## config.mk

```make
export PLATFORM = sky130hd
export DESIGN_NAME = tiny_four_bit_cpu_core_top
export DESIGN_NICKNAME = d
export VERILOG_FILES = /design/src/rtl/tfcpu_pkg.sv /design/src/rtl/tfcpu_front.sv /design/src/rtl/tfcpu_fifo.sv /design/src/rtl/tfcpu_back.sv /design/src/rtl/tiny_four_bit_cpu_core_top.sv
export SDC_FILE = /design/constraint.sdc
export NUM_CORES = 1
export LEC_CHECK = 0
export ABC_AREA = 1
export ABC_CLOCK_PERIOD_IN_PS = 7980
export BUFFER_PORTS_ARGS = -buffer_cell sky130_fd_sc_hd__buf_2
export CORE_MARGIN = 10
export CORE_UTILIZATION = 45
export CTS_CLUSTER_SIZE = 24
export DETAILED_ROUTE_END_ITERATION = 10
export PLACE_DENSITY = 0.69
export SLEW_MARGIN = 25
export SYNTH_ARGS = -nofsm -noshare
export SYNTH_HDL_FRONTEND = slang
export SYNTH_SLANG_ARGS = --single-unit
```

## constraint.sdc

```tcl
create_clock -name clk -period 7.98 [get_ports clk]
set_clock_uncertainty 0.05 [all_clocks]
set_input_delay 0.798 -clock clk [delete_from_list [all_inputs] [get_ports clk]]
set_output_delay 0.798 -clock clk [all_outputs]
set_load 0.02 [all_outputs]
```

## src/rtl/tfcpu_pkg.sv

```systemverilog
// Shared types, constants and helper functions for the four-bit processor core.
`default_nettype none

package tfcpu_pkg;

  localparam int DEF_REG_COUNT     = 15;
  localparam int DEF_PROGRAM_DEPTH = 16;
  localparam int DEF_DATA_WIDTH    = 4;

  localparam int CMD_W       = 2;
  localparam int OP_W        = 3;
  localparam int FIELD_W     = 4;
  localparam int WORD_W      = OP_W + 2 * FIELD_W;
  localparam int QUEUE_DEPTH = 2;

  typedef enum logic [CMD_W-1:0] {
    CMD_LOAD    = 2'd0,
    CMD_EXEC    = 2'd1,
    CMD_STEP    = 2'd2,
    CMD_RESTART = 2'd3
  } cmd_t;

  typedef enum logic [OP_W-1:0] {
    OP_ADD  = 3'd0,
    OP_SUB  = 3'd1,
    OP_MOV  = 3'd2,
    OP_IMMD = 3'd3,
    OP_JZ   = 3'd4,
    OP_AND  = 3'd5,
    OP_OR   = 3'd6,
    OP_NOT  = 3'd7
  } op_t;

  // classified request, as queued between front and back
  typedef struct packed {
    logic               write_store;
    logic               fetch;
    logic               run;
    logic [FIELD_W-1:0] load_address;
    op_t                op;
    logic [FIELD_W-1:0] field_a;
    logic [FIELD_W-1:0] field_b;
  } req_t;

  typedef struct packed {
    logic [FIELD_W-1:0] pc_now;
    logic [FIELD_W-1:0] reg_zero;
    logic               dest_valid;
    logic [FIELD_W-1:0] dest_index;
    logic [FIELD_W-1:0] dest_value;
    logic               jumped;
    logic               bad_index;
  } result_t;

  // v modulo depth for 4-bit v and depth >= 2: at most seven subtractions needed
  function automatic logic [FIELD_W-1:0] wrap_index(input logic [FIELD_W-1:0] v,
                                                    input logic [FIELD_W:0] depth);
    logic [FIELD_W:0] r;
    r = {1'b0, v};
    for (int i = 0; i < 8; i++) begin
      if (r >= depth) begin
        r = r - depth;
      end
    end
    return r[FIELD_W-1:0];
  endfunction

  // store word: op on top, then field_a, then field_b
  function automatic logic [WORD_W-1:0] pack_word(input op_t o, input logic [FIELD_W-1:0] a,
                                                  input logic [FIELD_W-1:0] b);
    return {o, a, b};
  endfunction

endpackage

`default_nettype wire

```

## src/rtl/tfcpu_front.sv

```systemverilog
// Front end: classifies an incoming command into a queued request.
`default_nettype none

module tfcpu_front import tfcpu_pkg::*; (
  input  logic [CMD_W-1:0]   command,
  input  logic [FIELD_W-1:0] load_address,
  input  logic [OP_W-1:0]    op,
  input  logic [FIELD_W-1:0] field_a,
  input  logic [FIELD_W-1:0] field_b,
  output req_t               req
);

  cmd_t cmd;

  assign cmd = cmd_t'(command);

  always_comb begin
    req.load_address = load_address;
    req.op           = op_t'(op);
    req.field_a      = field_a;
    req.field_b      = field_b;
    req.write_store  = 1'b0;
    req.fetch        = 1'b0;
    req.run          = 1'b0;
    unique case (cmd)
      CMD_LOAD: begin
        req.write_store = 1'b1;
      end
      CMD_EXEC: begin
        req.run = 1'b1;
      end
      CMD_STEP: begin
        req.run   = 1'b1;
        req.fetch = 1'b1;
      end
      CMD_RESTART: begin
        // PC clear only
      end
    endcase
  end

endmodule

`default_nettype wire

```

## src/rtl/tfcpu_fifo.sv

```systemverilog
// Short request queue between the front and back ends.
`default_nettype none

module tfcpu_fifo import tfcpu_pkg::*; (
  input  logic clk,
  input  logic rst,
  input  logic push,
  input  req_t wr_data,
  output logic full,
  input  logic pop,
  output req_t rd_data,
  output logic empty
);

  localparam int QPTR_W = $clog2(QUEUE_DEPTH);
  localparam int CNT_W  = QPTR_W + 1;

  req_t              slots [QUEUE_DEPTH];
  logic [QPTR_W-1:0] wr_ptr;
  logic [QPTR_W-1:0] rd_ptr;
  logic [CNT_W-1:0]  count;
  logic              push_ok;
  logic              pop_ok;

  assign full    = (count == CNT_W'(QUEUE_DEPTH));
  assign empty   = (count == '0);
  assign push_ok = push && !full;
  assign pop_ok  = pop && !empty;
  assign rd_data = slots[rd_ptr];

  always_ff @(posedge clk) begin
    if (push_ok) begin
      slots[wr_ptr] <= wr_data;
    end
  end

  always_ff @(posedge clk) begin
    if (rst) begin
      wr_ptr <= '0;
      rd_ptr <= '0;
      count  <= '0;
    end else begin
      if (push_ok) begin
        wr_ptr <= wr_ptr + QPTR_W'(1);
      end
      if (pop_ok) begin
        rd_ptr <= rd_ptr + QPTR_W'(1);
      end
      if (push_ok && !pop_ok) begin
        count <= count + CNT_W'(1);
      end else if (pop_ok && !push_ok) begin
        count <= count - CNT_W'(1);
      end
    end
  end

endmodule

`default_nettype wire

```

## src/rtl/tfcpu_back.sv

```systemverilog
// Back end: fetch, register read, execute and the result register.
`default_nettype none

module tfcpu_back import tfcpu_pkg::*; #(
  parameter int REG_COUNT     = DEF_REG_COUNT,
  parameter int PROGRAM_DEPTH = DEF_PROGRAM_DEPTH,
  parameter int DATA_WIDTH    = DEF_DATA_WIDTH
) (
  input  logic    clk,
  input  logic    rst,
  input  logic    q_empty,
  input  req_t    q_data,
  output logic    q_pop,
  output logic    out_empty,
  input  logic    out_pop,
  output result_t res
);

  localparam int IDX_W = $clog2(REG_COUNT);
  localparam int PC_W  = $clog2(PROGRAM_DEPTH);
  localparam int FW1   = FIELD_W + 1;
  localparam logic [FW1-1:0] REG_LIMIT = FW1'(REG_COUNT);
  localparam logic [FW1-1:0] DEPTH_LIM = FW1'(PROGRAM_DEPTH);

  // architectural state
  logic [FIELD_W-1:0]    pc;
  logic [WORD_W-1:0]     store [PROGRAM_DEPTH];
  logic [DATA_WIDTH-1:0] mem [REG_COUNT];
  logic [REG_COUNT-1:0]  reg_valid;
  logic [DATA_WIDTH-1:0] r0;

  // execute stage
  logic                  e_valid;
  logic                  e_run;
  op_t                   e_op;
  logic [FIELD_W-1:0]    e_fa;
  logic [FIELD_W-1:0]    e_fb;
  logic                  e_bad;
  logic [DATA_WIDTH-1:0] e_x;
  logic [DATA_WIDTH-1:0] e_y;

  logic                  out_valid;

  // control
  logic                  out_free;
  logic                  e_adv;
  logic                  e_take;

  // queue head decode
  logic [FIELD_W-1:0]    pc_fwd;
  logic [WORD_W-1:0]     word;
  op_t                   h_op;
  logic [FIELD_W-1:0]    h_fa;
  logic [FIELD_W-1:0]    h_fb;
  logic                  h_fa_ok;
  logic                  h_fb_ok;
  logic                  h_bad;
  logic [IDX_W-1:0]      ra;
  logic [IDX_W-1:0]      rb;
  logic [FIELD_W-1:0]    ld_addr;

  // execute results
  logic                  e_dv;
  logic [FIELD_W-1:0]    e_di;
  logic [DATA_WIDTH-1:0] e_dval;
  logic                  e_jmp;
  logic [FIELD_W-1:0]    e_pc_after;
  logic [FIELD_W-1:0]    pc_inc;
  logic                  we;
  logic [IDX_W-1:0]      waddr;
  logic [DATA_WIDTH-1:0] r0_after;

  assign out_free  = !out_valid || out_pop;
  assign e_adv     = e_valid && out_free;
  assign e_take    = !e_valid || e_adv;
  assign q_pop     = !q_empty && e_take;
  assign out_empty = !out_valid;

  // PC as the head request sees it: after the request now in execute
  assign pc_fwd = e_valid ? e_pc_after : pc;
  assign word   = store[pc_fwd[PC_W-1:0]];

  always_comb begin
    if (q_data.fetch) begin
      h_op = op_t'(word[2*FIELD_W +: OP_W]);
      h_fa = word[FIELD_W +: FIELD_W];
      h_fb = word[0 +: FIELD_W];
    end else begin
      h_op = q_data.op;
      h_fa = q_data.field_a;
      h_fb = q_data.field_b;
    end
  end

  assign h_fa_ok = (FW1'(h_fa) < REG_LIMIT);
  assign h_fb_ok = (FW1'(h_fb) < REG_LIMIT);
  assign ra      = h_fa_ok ? h_fa[IDX_W-1:0] : '0;
  assign rb      = h_fb_ok ? h_fb[IDX_W-1:0] : '0;
  assign ld_addr = wrap_index(q_data.load_address, DEPTH_LIM);

  always_comb begin
    unique case (h_op)
      OP_IMMD: h_bad = !h_fa_ok;
      OP_JZ:   h_bad = !h_fb_ok;
      default: h_bad = !(h_fa_ok && h_fb_ok);
    endcase
  end

  // execute
  assign pc_inc = (FW1'(pc) + FW1'(1) == DEPTH_LIM) ? '0 : pc + FIELD_W'(1);

  always_comb begin
    e_dv       = 1'b0;
    e_di       = '0;
    e_dval     = '0;
    e_jmp      = 1'b0;
    e_pc_after = '0;
    if (e_run) begin
      if (!e_bad) begin
        unique case (e_op)
          OP_ADD: begin
            e_dv = 1'b1; e_dval = e_x + e_y;
          end
          OP_SUB: begin
            e_dv = 1'b1; e_dval = e_x - e_y;
          end
          OP_AND: begin
            e_dv = 1'b1; e_dval = e_x & e_y;
          end
          OP_OR: begin
            e_dv = 1'b1; e_dval = e_x | e_y;
          end
          OP_MOV: begin
            e_dv = 1'b1; e_di = e_fb; e_dval = e_x;
          end
          OP_NOT: begin
            e_dv = 1'b1; e_di = e_fb; e_dval = ~e_x;
          end
          OP_IMMD: begin
            e_dv = 1'b1; e_di = e_fa; e_dval = DATA_WIDTH'(e_fb);
          end
          OP_JZ: begin
            e_jmp = (e_y == '0);
          end
        endcase
      end
      e_pc_after = e_jmp ? wrap_index(e_fa, DEPTH_LIM) : pc_inc;
    end
  end

  assign we       = e_adv && e_dv;
  assign waddr    = e_di[IDX_W-1:0];
  assign r0_after = (e_dv && e_di == '0) ? e_dval : r0;

  // register file
  always_ff @(posedge clk) begin
    if (we) begin
      mem[waddr] <= e_dval;
    end
  end

  always_ff @(posedge clk) begin
    if (rst) begin
      reg_valid <= '0;
      r0        <= '0;
    end else if (we) begin
      reg_valid[waddr] <= 1'b1;
      r0               <= r0_after;
    end
  end

  // operand read, write-first against the retiring request
  always_ff @(posedge clk) begin
    if (q_pop) begin
      e_x   <= (we && waddr == ra) ? e_dval : (reg_valid[ra] ? mem[ra] : '0);
      e_y   <= (we && waddr == rb) ? e_dval : (reg_valid[rb] ? mem[rb] : '0);
      e_run <= q_data.run;
      e_op  <= h_op;
      e_fa  <= h_fa;
      e_fb  <= h_fb;
      e_bad <= q_data.run && h_bad;
    end
  end

  // program store and PC
  always_ff @(posedge clk) begin
    if (rst) begin
      for (int i = 0; i < PROGRAM_DEPTH; i++) begin
        store[i] <= '0;
      end
    end else if (q_pop && q_data.write_store) begin
      store[ld_addr[PC_W-1:0]] <= pack_word(q_data.op, q_data.field_a, q_data.field_b);
    end
  end

  always_ff @(posedge clk) begin
    if (rst) begin
      pc <= '0;
    end else if (e_adv) begin
      pc <= e_pc_after;
    end
  end

  always_ff @(posedge clk) begin
    if (rst) begin
      e_valid   <= 1'b0;
      out_valid <= 1'b0;
    end else begin
      if (e_take) begin
        e_valid <= q_pop;
      end
      if (e_adv) begin
        out_valid <= 1'b1;
      end else if (out_pop) begin
        out_valid <= 1'b0;
      end
    end
  end

  always_ff @(posedge clk) begin
    if (e_adv) begin
      res.pc_now     <= e_pc_after;
      res.reg_zero   <= r0_after[FIELD_W-1:0];
      res.dest_valid <= e_dv;
      res.dest_index <= e_di;
      res.dest_value <= e_dval[FIELD_W-1:0];
      res.jumped     <= e_jmp;
      res.bad_index  <= e_bad;
    end
  end

`ifndef NO_ASSERTIONS
  a_pc_in_store: assert property (@(posedge clk) disable iff (rst)
    FW1'(pc) < DEPTH_LIM)
    else $error("PC outside program store");

  a_write_in_range: assert property (@(posedge clk) disable iff (rst)
    we |-> FW1'(e_di) < REG_LIMIT)
    else $error("register write beyond register file");

  a_exec_holds: assert property (@(posedge clk) disable iff (rst)
    e_valid && !out_free |=> e_valid && $stable(e_op) && $stable(e_x) && $stable(e_y))
    else $error("stalled execute request lost or changed");

  a_dropped_clean: assert property (@(posedge clk) disable iff (rst)
    out_valid |-> !(res.bad_index && (res.dest_valid || res.jumped)))
    else $error("dropped instruction has side effects");
`endif

endmodule

`default_nettype wire

```

## src/rtl/tiny_four_bit_cpu_core_top.sv

```systemverilog
// Top level of the four-bit processor core: front end, request queue, back end.
// Usage:
//   Requests enter through a queue-style port: a request is taken at a rising
//   edge with push high and full low. Each request carries a command (load a
//   program word, execute the given instruction, step from the program
//   store at the PC, or restart the PC) plus the instruction fields.
//   Every request yields exactly one result, in order. The oldest result
//   sits on the result ports while empty is low and is taken at an edge
//   with pop high and empty low.
// Path: a taken request passes through the queue, then the operand read into
//   execute, then the result register.
// Throughput: one request per cycle sustained while results are popped. The
//   front classifies the command into a two-entry queue; the back pops it,
//   fetches from the program store at the forwarded PC, reads both operands
//   from the register file into the execute stage, and retires into the result
//   register, so fetch, read and execute of consecutive requests overlap.
// Stalls: while the result is not popped the execute stage holds, the
//   queue fills, and full rises once both queue entries are occupied;
//   nothing is dropped.
// Reset (rst, synchronous, active high): clears registers, PC, program store
//   and all pipeline and queue state.
`default_nettype none

module tiny_four_bit_cpu_core_top import tfcpu_pkg::*; #(
  parameter int REG_COUNT     = DEF_REG_COUNT,
  parameter int PROGRAM_DEPTH = DEF_PROGRAM_DEPTH,
  parameter int DATA_WIDTH    = DEF_DATA_WIDTH
) (
  input  logic               clk,
  input  logic               rst,
  // request side
  input  logic               push,
  output logic               full,
  input  logic [CMD_W-1:0]   command,
  input  logic [FIELD_W-1:0] load_address,
  input  logic [OP_W-1:0]    op,
  input  logic [FIELD_W-1:0] field_a,
  input  logic [FIELD_W-1:0] field_b,
  // result side
  output logic               empty,
  input  logic               pop,
  output logic [FIELD_W-1:0] pc_now,
  output logic [FIELD_W-1:0] reg_zero,
  output logic               dest_valid,
  output logic [FIELD_W-1:0] dest_index,
  output logic [FIELD_W-1:0] dest_value,
  output logic               jumped,
  output logic               bad_index
);

  req_t    req;      // classified request from the front
  req_t    q_head;   // oldest queued request
  logic    q_empty;
  logic    q_pop;
  result_t res;

  tfcpu_front u_front (
    .command      (command),
    .load_address (load_address),
    .op           (op),
    .field_a      (field_a),
    .field_b      (field_b),
    .req          (req)
  );

  // decouples the front from a stalled back end
  tfcpu_fifo u_queue (
    .clk     (clk),
    .rst     (rst),
    .push    (push),
    .wr_data (req),
    .full    (full),
    .pop     (q_pop),
    .rd_data (q_head),
    .empty   (q_empty)
  );

  tfcpu_back #(
    .REG_COUNT     (REG_COUNT),
    .PROGRAM_DEPTH (PROGRAM_DEPTH),
    .DATA_WIDTH    (DATA_WIDTH)
  ) u_back (
    .clk       (clk),
    .rst       (rst),
    .q_empty   (q_empty),
    .q_data    (q_head),
    .q_pop     (q_pop),
    .out_empty (empty),
    .out_pop   (pop),
    .res       (res)
  );

  // result fields straight from the result register
  assign pc_now     = res.pc_now;
  assign reg_zero   = res.reg_zero;
  assign dest_valid = res.dest_valid;
  assign dest_index = res.dest_index;
  assign dest_value = res.dest_value;
  assign jumped     = res.jumped;
  assign bad_index  = res.bad_index;

endmodule

`default_nettype wire
```

==> impl_metrics.sql <==
INSERT INTO impl_metrics (metric_group, metric, value, unit) VALUES
('routing', 'totalWireLength', '46.43', 'mm'),
('floorplanning', 'fp.dieArea', '45580', 'µm²'),
('floorplanning', 'initial_cell_density_of_the_core', '45.80', '%'),
('power_and_ir_drop', 'power_frac_comb', '46.6', '%'),
('place', 'dp.final_hpwl', '30.68', 'mm'),
('global_route', 'global_route.usage.total', '20.27', '%'),
('power_and_ir_drop', 'seq_power_share', '31.2', '%'),
('routing', 'drt_first_iter_violations', '1546', ''),
('timing', 'post-route-period-util', '72.54', '%'),
('logic_synthesis', 'synth_ff_type', 'sky130_fd_sc_hd__edfxtp_1', ''),
('setup_path', 'kind_of_cell_with_the_highest_combined_delay_on_the_critical_path', 'simple AND/OR/NAND/NOR gates', ''),
('timing', 'drv_slew', '0', ''),
('run_status', 'status', 'complete, no violations', ''),
('layout', 'layout-drive-gt1-share', '10.48', '%'),
('logic_synthesis', 'synth.yosys.warnings', '0', ''),
('floorplanning', 'fp.coreArea', '36790', 'µm²'),
('power_and_ir_drop', 'leakagePower', '7.678', 'nW'),
('place', 'finalWeightedCongestion', '0.9497', ''),
('logic_synthesis', 'postSynth.asyncResetShare', '0', '%'),
('clock_tree', 'post-cts-setup-buffer-count', '0', ''),
('setup_path', 'cp.arrival', '6.02', 'ns'),
('layout', 'finish.instance_area', '18590', 'µm²'),
('layout', 'most-common-layout-cells', '339 x sky130_fd_sc_hd__nand2_1, 322 x sky130_fd_sc_hd__nor2_1, 312 x sky130_fd_sc_hd__edfxtp_1', ''),
('timing', 'maxSlewHeadroom', '31.79', '%'),
('clock_tree', 'cts_hold_buffers', '0', ''),
('global_route', 'grt_overflow_total', '0', ''),
('power_and_ir_drop', 'swShare', '44.55', '%'),
('setup_path', 'cp_max_stage_cell', 'sky130_fd_sc_hd__nand2_2', ''),
('layout', 'final_net_count', '1873', ''),
('layout', 'layout_commonest_cell', 'sky130_fd_sc_hd__nand2_1', ''),
('global_route', 'grt_start_max_net_pins', '64', ''),
('timing', 'tightest_slew', '1.022', 'ns'),
('logic_synthesis', 'netlist-cell-type-count', '46', ''),
('clock_tree', 'clock-root-buffer', 'sky130_fd_sc_hd__clkbuf_16', ''),
('clock_tree', 'tritoncts', 'built', ''),
('clock_tree', 'post_cts_resize_count', '0', ''),
('power_and_ir_drop', 'ir_drop', '0.0003011', 'V'),
('timing', 'finalSetupTns', '0', 'ns'),
('logic_synthesis', 'synth.net_count', '1863', ''),
('setup_path', 'r2r.worst_path.cells', '26', ''),
('place', 'post-place-cells', '2270', ''),
('place', 'post_dp_cell_area', '17370', 'µm²'),
('setup_path', 'timing.critical_path.buf_inv', '3', ''),
('layout', 'finish.cell_count_without_fillers', '2338', ''),
('global_route', 'first_pass_grt_wire_length', '71.62', 'mm'),
('global_route', 'grt_pass1_vias', '12390', ''),
('routing', 'vias_per_cell', '5.580', ''),
('routing', 'dr.pass1.iters', '7', ''),
('worst_hold_path', 'timing.hold.worst_path_depth', '1', ''),
('floorplanning', 'floorplan.die.width', '213.5', 'µm'),
('setup_path', 'crit_cells', '26', ''),
('timing', 'final.min_clock_period', '5.789', 'ns'),
('global_route', 'antenna_found_initial', '0', ''),
('setup_path', 'cp_max_fo', '49', ''),
('setup_path', 'critPathCaptureType', 'flip-flop', ''),
('clock_tree', 'cts.clk_slew.worst_paths', '0.06', 'ns'),
('clock_tree', 'htree_num_levels', '2', ''),
('setup_path', 'worst_ep_required_time', '8.21', 'ns'),
('timing', 'achievable-frequency', '0.1727', 'GHz'),
('routing', 'route.detailed.wl_per_inst', '19.86', 'µm'),
('power_and_ir_drop', 'total_power', '7.792', 'mW'),
('layout', 'insertedDiodeCount', '0', ''),
('logic_synthesis', 'synth-edff-count', '312', ''),
('logic_synthesis', 'syn_area_per_cell', '9.201', 'µm²'),
('setup_path', 'timing.setup.critical_path_class', 'flip-flop to flip-flop', ''),
('logic_synthesis', 'ys_seq_area_share', '59.18', '%'),
('place', 'io_buffers', '41', ''),
('clock_tree', 'clock_sinks', '342', ''),
('logic_synthesis', 'netlist_instances', '1831', ''),
('setup_path', 'critPathMaxStageDelay', '0.86', 'ns'),
('power_and_ir_drop', 'power_switching', '3.471', 'mW');
cells in the mapped netlist, types with 3 or more instances:
library cell / instances / area (µm²)
sky130_fd_sc_hd__nand2_1: 339 / 1272
sky130_fd_sc_hd__nor2_1: 322 / 1209
sky130_fd_sc_hd__edfxtp_1: 312 / 9369
sky130_fd_sc_hd__nand3_1: 252 / 1261
sky130_fd_sc_hd__inv_1: 212 / 795.8
sky130_fd_sc_hd__o21ai_0: 80 / 400.4
sky130_fd_sc_hd__clkbuf_1: 48 / 180.2
sky130_fd_sc_hd__dfxtp_1: 30 / 600.6
sky130_fd_sc_hd__a21oi_1: 27 / 135.1
sky130_fd_sc_hd__buf_2: 26 / 130.1
sky130_fd_sc_hd__o211ai_1: 19 / 142.6
sky130_fd_sc_hd__nand2_2: 16 / 100.1
sky130_fd_sc_hd__buf_6: 13 / 146.4
sky130_fd_sc_hd__inv_2: 13 / 48.80
sky130_fd_sc_hd__mux2i_1: 12 / 120.1
sky130_fd_sc_hd__buf_4: 10 / 75.07
sky130_fd_sc_hd__ha_1: 10 / 125.1
sky130_fd_sc_hd__o221ai_1: 9 / 78.83
sky130_fd_sc_hd__o22ai_1: 9 / 56.30
sky130_fd_sc_hd__nor3_1: 8 / 40.04
sky130_fd_sc_hd__o2111ai_1: 8 / 70.07
sky130_fd_sc_hd__nor2_2: 7 / 43.79
sky130_fd_sc_hd__nand2_4: 6 / 67.56
sky130_fd_sc_hd__or2_2: 6 / 37.54
sky130_fd_sc_hd__a31oi_1: 5 / 31.28
sky130_fd_sc_hd__o21ai_1: 5 / 25.02
sky130_fd_sc_hd__nand3_2: 3 / 30.03
worst paths after layout:
check / startpoint / end / slack [ns]
worst max register to register: u_back.e_y[0] / u_back.e_x[1] / 2.19
worst min-delay path: field_a[0] / u_queue.slots[1][4] / 0.40
worst max-delay path: u_back.e_y[0] / u_back.e_x[1] / 2.19
worst min register to register: u_queue.rd_ptr / flip-flop / 0.41
registers in the layout (all words and copies together) (netlist names), 15 cells and up, named ones only:
signal,flops
u_back.mem,60
u_back.reg_valid,15
u_back.res,19
u_back.store,176
u_queue.slots,36
final cells by class:
type,count,area (µm²)
inverter,226,848.3
fill,3377,18200
multi-input combinational,1166,5557
sequential,342,9970
clock inverter,22,219.0
timing repair buffer,68,407.9
clock buffer,46,1002
tap,468,585.6
per-stage QoR:
| stage | worst slack, ns | utilization, % | hold WS (ns) |
|---|---|---|---|
| 2_1_floorplan | 4.776 | - | 0.3755 |
| 3_3_place_gp | 2.420 | 47.21 | 0.3886 |
| 3_5_place_dp | 2.293 | 47.21 | 0.3960 |
| 4_1_cts | 2.277 | 50.53 | 0.3855 |
| 5_1_grt | 1.747 | 50.53 | 0.3939 |
| 6_report | 2.191 | 50.53 | 0.4047 |
kinds of logic (layout without fill, tap and decap cells):
group | count (synthesis) | count (layout) | share of synthesized area (%)
xor gates and xnor gates | 3 | 3 | 0.1560
muxes | 12 | 12 | 0.7130
and+or+nand+nor | 965 | 965 | 24.63
buffers and inverters | 323 | 362 | 8.192
DFF | 342 | 342 | 59.18
AOI/OAI and AO/OA | 175 | 175 | 6.269
adders and majority gates | 11 | 11 | 0.8616
per-layer routing:
layer / part of all wire (%) / wire [µm] / global-route usage, % / vias up
met5: 0 / 0 / 0 / -
met4: 2.4 / 1117 / 6.258 / 0
met3: 10 / 4640 / 3.971 / 76
met2: 45 / 20800 / 31.19 / 643
met1: 43 / 19870 / 28.40 / 6212
li1: - / - / - / 6116
power by group through the flow:
| stage | clock (mW) | sequential [mW] | combinational (mW) |
|---|---|---|---|
| detailed placement | 0 | 2.46 | 3.54 |
| finish | 1.73 | 2.43 | 3.63 |
| global route | 1.83 | 2.45 | 3.97 |
| floorplan | 0 | 2.46 | 2.52 |
| CTS | 1.76 | 2.43 | 3.56 |
| global placement | 0 | 2.46 | 3.51 |
Power figures use the tool's default switching activity.
